--- src/rtl/core/lmd_pkg.sv ---
// Shared types and constants for the local minima detector.
// Used by the front, the result queue, the back end and the top level.
package lmd_pkg;

	localparam int INDEX_BITS = 16;
	localparam int QUEUE_DEPTH = 4;
	localparam int QPTR_BITS = $clog2(QUEUE_DEPTH);
	localparam int QCNT_BITS = $clog2(QUEUE_DEPTH + 1);

	typedef enum logic [1:0] {
		SLOPE_ZERO = 2'd0,
		SLOPE_UP   = 2'd1,
		SLOPE_DOWN = 2'd2
	} slope_t;

	// One or two minima found by a single sample.
	typedef struct packed {
		logic                  two;
		logic [INDEX_BITS-1:0] first;
		logic [INDEX_BITS-1:0] second;
	} result_pair_t;

	// Head of the result queue as the back end sees it.
	typedef struct packed {
		logic         empty;
		result_pair_t head;
	} queue_head_t;

endpackage

--- src/rtl/core/local_minima_detector_unit.sv ---
// Top level of the local minima detector: front, result queue and back end.
// Depends on lmd_pkg, lmd_front, lmd_queue and lmd_back.
//
//   channel   direction  handshake     payload
//   input     in         push / full   sample, last
//   result    out        pop / empty   min_index, last_of_run
//
// One sample is accepted per cycle while full is low; its minima are in the queue the next cycle.
// A sample that finds a flat valley yields two beats, all others at most one;
// the result side delivers one beat per cycle while pop is high, and the queue absorbs the extra beat.
// full rises only when four result pairs wait; until then samples keep flowing while pop is low.
// Reset clears the slope state, the sample counter and the queue.
module local_minima_detector_unit
	import lmd_pkg::*;
#(
	parameter int SAMPLE_BITS = 16,
	parameter int MAX_LEN = 65536
) (
	input  logic                          clk,
	input  logic                          arst_n,
	input  logic                          push,
	output logic                          full,
	input  logic signed [SAMPLE_BITS-1:0] sample,
	input  logic                          last,
	output logic                          empty,
	input  logic                          pop,
	output logic [INDEX_BITS-1:0]         min_index,
	output logic                          last_of_run
);

	logic         take;
	logic         wr;
	result_pair_t wr_data;
	logic         rd;
	queue_head_t  head;

	assign take = push && !full;

	lmd_front #(
		.SAMPLE_BITS(SAMPLE_BITS),
		.MAX_LEN(MAX_LEN)
	) u_front (
		.clk(clk),
		.arst_n(arst_n),
		.take(take),
		.sample(sample),
		.last(last),
		.wr(wr),
		.wr_data(wr_data)
	);

	lmd_queue u_queue (
		.clk(clk),
		.arst_n(arst_n),
		.wr(wr),
		.wr_data(wr_data),
		.rd(rd),
		.full(full),
		.head(head)
	);

	lmd_back u_back (
		.clk(clk),
		.arst_n(arst_n),
		.head(head),
		.pop(pop),
		.rd(rd),
		.empty(empty),
		.min_index(min_index),
		.last_of_run(last_of_run)
	);

	// The second beat of a pair follows the first without a gap.
	a_pair_stays: assert property (@(posedge clk) disable iff (!arst_n)
		(pop && !empty && !last_of_run) |=> !empty)
		else $error("second beat of a result pair went missing");

	// Results appear only after an accepted sample.
	a_no_invented: assert property (@(posedge clk) disable iff (!arst_n)
		(empty && !(push && !full)) |=> empty)
		else $error("result appeared without an accepted sample");

	// A full queue always has a result to offer.
	a_full_not_empty: assert property (@(posedge clk) disable iff (!arst_n)
		full |-> !empty)
		else $error("queue reports full and empty together");

endmodule

--- src/rtl/core/lmd_front.sv ---
// Front end: tracks slopes and flat runs, classifies each sample and
// produces the minima it reveals. Depends on lmd_pkg.
module lmd_front
	import lmd_pkg::*;
#(
	parameter int SAMPLE_BITS = 16,
	parameter int MAX_LEN = 65536
) (
	input  logic                          clk,
	input  logic                          arst_n,
	input  logic                          take,
	input  logic signed [SAMPLE_BITS-1:0] sample,
	input  logic                          last,
	output logic                          wr,
	output result_pair_t                  wr_data
);

	localparam int CW = $clog2(MAX_LEN);
	localparam int IW = (CW > INDEX_BITS) ? CW : INDEX_BITS;
	localparam logic [CW-1:0] COUNT_MAX = CW'(MAX_LEN - 1);

	logic signed [SAMPLE_BITS-1:0] prev_q;
	slope_t                        left_slope_q;
	logic                          in_flat_q;
	slope_t                        entry_slope_q;
	logic [CW-1:0]                 flat_start_q;
	logic [CW-1:0]                 count_q;

	slope_t        d;
	logic          c_nz, c_one, c_many;
	logic [CW-1:0] i_idx;
	logic [IW-1:0] i_ext, c_ext, s_ext;
	logic          valley_exit, first_min, plain_min, end_min;

	assign c_nz   = (count_q != '0);
	assign c_one  = (count_q == CW'(1));
	assign c_many = c_nz && !c_one;
	assign i_idx  = count_q - CW'(1);

	always_comb begin
		if (sample > prev_q)
			d = SLOPE_UP;
		else if (sample < prev_q)
			d = SLOPE_DOWN;
		else
			d = SLOPE_ZERO;
	end

	assign valley_exit = c_many && in_flat_q && entry_slope_q == SLOPE_DOWN && d == SLOPE_UP;
	assign first_min   = c_one && d == SLOPE_UP;
	assign plain_min   = c_many && !in_flat_q && left_slope_q == SLOPE_DOWN && d == SLOPE_UP;
	assign end_min     = last && c_nz && d == SLOPE_DOWN;

	assign i_ext = IW'(i_idx);
	assign c_ext = IW'(count_q);
	assign s_ext = IW'(flat_start_q);

	// The four cases exclude each other, so at most one of them fires.
	always_comb begin
		wr_data.two    = valley_exit;
		wr_data.second = i_ext[INDEX_BITS-1:0];
		priority if (valley_exit)
			wr_data.first = s_ext[INDEX_BITS-1:0];
		else if (first_min)
			wr_data.first = '0;
		else if (plain_min)
			wr_data.first = i_ext[INDEX_BITS-1:0];
		else
			wr_data.first = c_ext[INDEX_BITS-1:0];
	end

	assign wr = take && (valley_exit || first_min || plain_min || end_min);

	always_ff @(posedge clk or negedge arst_n) begin
		if (!arst_n) begin
			prev_q        <= '0;
			left_slope_q  <= SLOPE_ZERO;
			in_flat_q     <= 1'b0;
			entry_slope_q <= SLOPE_ZERO;
			flat_start_q  <= '0;
			count_q       <= '0;
		end else if (take) begin
			if (last) begin
				prev_q        <= '0;
				left_slope_q  <= SLOPE_ZERO;
				in_flat_q     <= 1'b0;
				entry_slope_q <= SLOPE_ZERO;
				flat_start_q  <= '0;
				count_q       <= '0;
			end else begin
				prev_q <= sample;
				if (c_nz)
					left_slope_q <= d;
				if (c_many) begin
					in_flat_q <= (d == SLOPE_ZERO);
					// A new flat run starts here and remembers how it was entered.
					if (!in_flat_q && d == SLOPE_ZERO) begin
						entry_slope_q <= left_slope_q;
						flat_start_q  <= i_idx;
					end
				end
				if (count_q != COUNT_MAX)
					count_q <= count_q + CW'(1);
			end
		end
	end

endmodule

--- src/rtl/core/lmd_queue.sv ---
// Short queue of result pairs between the front and the back end.
// Depends on lmd_pkg.
module lmd_queue
	import lmd_pkg::*;
(
	input  logic         clk,
	input  logic         arst_n,
	input  logic         wr,
	input  result_pair_t wr_data,
	input  logic         rd,
	output logic         full,
	output queue_head_t  head
);

	result_pair_t        entries_q [QUEUE_DEPTH];
	logic [QPTR_BITS-1:0] wr_ptr_q, rd_ptr_q;
	logic [QCNT_BITS-1:0] count_q;

	assign full       = (count_q == QCNT_BITS'(QUEUE_DEPTH));
	assign head.empty = (count_q == '0);
	assign head.head  = entries_q[rd_ptr_q];

	always_ff @(posedge clk) begin
		if (wr)
			entries_q[wr_ptr_q] <= wr_data;
	end

	always_ff @(posedge clk or negedge arst_n) begin
		if (!arst_n) begin
			wr_ptr_q <= '0;
			rd_ptr_q <= '0;
			count_q  <= '0;
		end else begin
			if (wr)
				wr_ptr_q <= (wr_ptr_q == QPTR_BITS'(QUEUE_DEPTH - 1)) ? '0
					: wr_ptr_q + QPTR_BITS'(1);
			if (rd)
				rd_ptr_q <= (rd_ptr_q == QPTR_BITS'(QUEUE_DEPTH - 1)) ? '0
					: rd_ptr_q + QPTR_BITS'(1);
			if (wr && !rd)
				count_q <= count_q + QCNT_BITS'(1);
			else if (rd && !wr)
				count_q <= count_q - QCNT_BITS'(1);
		end
	end

endmodule

--- src/rtl/core/lmd_back.sv ---
// Back end: splits each queued result pair into one or two output beats.
// Depends on lmd_pkg.
module lmd_back
	import lmd_pkg::*;
(
	input  logic                  clk,
	input  logic                  arst_n,
	input  queue_head_t           head,
	input  logic                  pop,
	output logic                  rd,
	output logic                  empty,
	output logic [INDEX_BITS-1:0] min_index,
	output logic                  last_of_run
);

	logic second_q;
	logic beat;

	assign empty       = head.empty;
	assign min_index   = second_q ? head.head.second : head.head.first;
	assign last_of_run = !head.head.two || second_q;
	assign beat        = pop && !head.empty;
	assign rd          = beat && last_of_run;

	always_ff @(posedge clk or negedge arst_n) begin
		if (!arst_n) begin
			second_q <= 1'b0;
		end else if (beat) begin
			second_q <= !last_of_run;
		end
	end

endmodule
--- config.mk ---
export PLATFORM = sky130hd
export DESIGN_NAME = local_minima_detector_unit
export DESIGN_NICKNAME = d
export VERILOG_FILES = /design/src/rtl/core/lmd_pkg.sv /design/src/rtl/core/local_minima_detector_unit.sv /design/src/rtl/core/lmd_front.sv /design/src/rtl/core/lmd_queue.sv /design/src/rtl/core/lmd_back.sv
export SDC_FILE = /design/constraint.sdc
export NUM_CORES = 1
export LEC_CHECK = 0
export BUFFER_PORTS_ARGS = -buffer_cell sky130_fd_sc_hd__buf_2
export CELL_PAD_IN_SITES_DETAIL_PLACEMENT = 1
export CELL_PAD_IN_SITES_GLOBAL_PLACEMENT = 2
export CORE_UTILIZATION = 25
export DETAILED_ROUTE_END_ITERATION = 10
export GPL_TIMING_DRIVEN = 1
export PLACE_DENSITY_LB_ADDON = 0.1
export SETUP_SLACK_MARGIN = 0.1
export SYNTH_ARGS = -nofsm -noshare
export SYNTH_HDL_FRONTEND = slang
export SYNTH_SLANG_ARGS = --single-unit
--- constraint.sdc ---
create_clock -name clk -period 4.56 [get_ports clk]
set_clock_uncertainty 0.05 [all_clocks]
set_input_delay 0.684 -clock clk [delete_from_list [all_inputs] [get_ports clk]]
set_output_delay 0.684 -clock clk [all_outputs]
set_load 0.05 [all_outputs]
==> results.txt <==
Syn_area_per_cell - 13.5 sq um
Outcome - complete, no violations
First-pass GRT wire length - 38,700 microns
Horiz. Die Dim - 194 microns
Most common cell in the netlist - edfxtp_1
Synth top area cells - edfxtp_1 (43%), dfrtp_1 (17%), mux4_2 (8.1%), ha_1 (3.5%), mux2_2 (3.3%)
# setup viols final - 0
Power per standard cell area - 631 nW/um^2
Leak pwr - 3.94 nW
Worst setup SP type - flip-flop
Hold_buf cts - 0
Effective utilization at floorplan - 0.257
Via count - 5,552
R2r endpoint - u_queue.count_q[2]$_DFFE_PN0P_
Clock Latency Late Sink - 0.45 ns
Reg-to-reg slack, setup - 0.98 ns
Overflow after GRT - 0
Sequential share of the synthesized area - 0.595
Worst Setup SP - u_front.prev_q[15]$_DFFE_PN0P_
Asr flop ratio synth - 0.316
R2R cell count - 14
Number of synthesis warnings - 0
FF/Latch Area - 5490 sq um
Vias in the first global route - 6,241
Number of DRC markers in iteration 0 - 190
Drt first pass iters - 4
PostCTS Resize Cnt - 0
Unrepaired setup endpoints after global routing - no
Die extent in y - 194 microns
EDFF count, synth - 132
Crit-path max FO - 9
Total negative setup slack - 0 ns
Port bufs - 39
Area leader, netlist - edfxtp_1
Final nets - 773
Dpl cell area - 10,000 sq um
DRT Wirelength - 24,300 microns
FF+latch count, synth - 193
Worst setup path end - u_queue.count_q[2]$_DFFE_PN0P_
CTS buffer count - 17
Measured slew at the worst slew-check pin - 1.07 ns
Stages on worst setup path - 14
Post-synthesis cell type count - 67
Routability cong. - 0.734
Row cnt - 69
Antenna Violating Nets Remaining - 0
Root Driver - clkbuf_16
Post-synth top flop - edfxtp_1
Clock Sinks - 193
Netlist Area Pre-Place - 9230 sq um
Synth top area share - 0.430
GRT Total Usage - 0.138
Initial antenna violation count - 0
Post-synthesis net count - 731
Routed vias/inst - 4.63
Worst EP arrival - 3.91 ns
Critical path type - flip-flop to flip-flop
Maxcap violations - 0
Fin crit share - 0.785
Num ports - 40
Slew Viols, Final - 0
Worst r2r src - u_front.prev_q[15]$_DFFE_PN0P_
CP top delay family - adder cells
Diode count - 0
Crit path cell chain - inv_1 > ha_1 > nand4_2 > nor2_1 > a22oi_1 > or4b_4 > o21ai_2 > mux2i_2 > ha_1 > inv_1 > fa_1 > xor2_1 > nor2_1 > xor2_1
CORE AREA - 35,900 sq um
CTS tree - done
Die Area - 37,700 sq um
Design area - 10,700 sq um
Largest net degree at the start of global routing - 47
DRC Markers - 0
Area of the multi-input gates - 3410 sq um
Fraction of final layout cells sized beyond drive strength 1 - 0.230
DP Wirelength - 16,400 microns
Postcts setup bufs - 0
Htree depth - 4
Final Critical Period - 3.58 ns
WP buf/inv - 2
Layout Utilization - 0.297
Max stage delay on crit path - 0.54 ns
Post-synth top cells - edfxtp_1 (132), nand2_1 (69), dfrtp_1 (61)
Required time of the critical path - 4.89 ns
WL per Instance - 20.3 microns
Max VDD drop - 267 uV
Relative slew slack - 0.287
Area growth, synth to finish - 15.6%
Clk slew on worst S/H paths - 0.08 ns
Fin. Hold Viols - 0
Max stage delay cell, worst path - or4b_4
Worst Setup End Kind - flip-flop
Hold Crit Class - input pin to asynchronous set/reset pin
Maximum clock rate - 279 MHz
Clock tree buffer depth - 2
Synthesized instance count - 683
Fill count - 3,863
## per-layer routing
| layer | global-route usage | routed length [microns] |
|---|---|---|
| met3 | 0.0282 | 434 |
| met5 | 0 | 0 |
| met4 | 0.0344 | 289 |
| met2 | 0.220 | 11400 |
| met1 | 0.191 | 12200 |
## registers in the layout, indices dropped and copies added, names as in the netlist
| register | count |
|---|---|
| u_front.prev_q | 16 |
| u_queue.entries_q | 132 |
| u_front.left_slope_q | 2 |
| u_front.c_ext | 16 |
| u_front.entry_slope_q | 2 |
| u_front.in_flat_q | 1 |
| u_queue.count_q | 3 |
| u_queue.wr_ptr_q | 2 |
| u_front.flat_start_q | 16 |
| u_back.second_q | 1 |
| u_queue.rd_ptr_q | 2 |
## layout by cell type, fill, tap and decap left out, types with 8 or more instances in the layout
| master | n |
|---|---|
| mux2_2 | 27 |
| xnor2_1 | 13 |
| nor3_1 | 8 |
| buf_4 | 16 |
| nand2_1 | 69 |
| clkbuf_16 | 17 |
| mux4_2 | 33 |
| xor2_1 | 12 |
| mux2i_1 | 16 |
| dfrtp_1 | 60 |
| o21ai_0 | 32 |
| a21oi_1 | 12 |
| nor2_1 | 41 |
| nand4_1 | 8 |
| ha_1 | 26 |
| buf_2 | 39 |
| inv_1 | 42 |
| edfxtp_1 | 132 |
## worst min path at each step
stage	slack [ns]	from	endpoint
after global routing	0.31	arst_n	u_front.c_ext[5]$_DFFE_PN0P_
after global placement	0.41	u_front.prev_q[5]$_DFFE_PN0P_	u_front.prev_q[5]$_DFFE_PN0P_
final	0.28	arst_n	u_front.prev_q[1]$_DFFE_PN0P_
after floorplan	0.34	arst_n	u_back.second_q$_DFFE_PN0P_
after detailed placement	0.43	u_front.prev_q[5]$_DFFE_PN0P_	u_front.prev_q[5]$_DFFE_PN0P_
after CTS	0.29	arst_n	u_front.prev_q[1]$_DFFE_PN0P_
## cell type report
type / count / share of cell area
clock inverters: 14 / 0.0177
multi-input cells: 409 / 0.319
inverters: 45 / 0.0158
flip-flops and latches: 193 / 0.515
well taps: 461 / 0.0541
clock buffers: 18 / 0.0412
repair buffers: 59 / 0.0371
## where the power goes
group / switching (mW) / leakage, nW / total, mW / internal, mW
registers: 0.167 / 2.01 / 2.47 / 2.30
clock network: 0.734 / 0.308 / 1.63 / 0.899
logic: 1.68 / 1.62 / 2.63 / 0.948
## worst reg2reg max path: stages, from the launching register on
cell,delay (ns)
dfrtp_1,0.35
inv_1,0.05
ha_1,0.38
nand4_2,0.20
nor2_1,0.09
a22oi_1,0.23
or4b_4,0.54
o21ai_2,0.23
mux2i_2,0.33
ha_1,0.23
inv_1,0.07
fa_1,0.37
xor2_1,0.17
nor2_1,0.11
xor2_1,0.15
## metrics by stage
stage                     total power, mW  hold slack (ns)  setup WS, ns  instances
after global placement               5.14            0.412         0.581       1167
after global routing                 7.15            0.310         0.657       1199
final                                6.73            0.279         0.978       1199
after floorplan                      4.40            0.338         0.752        683
after detailed placement             5.20            0.426         0.482       1167
after CTS                            6.86            0.294         0.913       1199
## logic make-up (layout without fill, tap and decap cells)
logic type / Yosys count / after routing / share of synthesized area
flops: 193 / 193 / 0.595
simple gates: 185 / 185 / 0.103
mux: 77 / 77 / 0.132
buf+inv: 81 / 136 / 0.0357
fa+ha+maj: 27 / 27 / 0.0374
xor+xnor: 25 / 25 / 0.0237
compound gates: 95 / 95 / 0.0727
(Power assumes the default switching activity.)
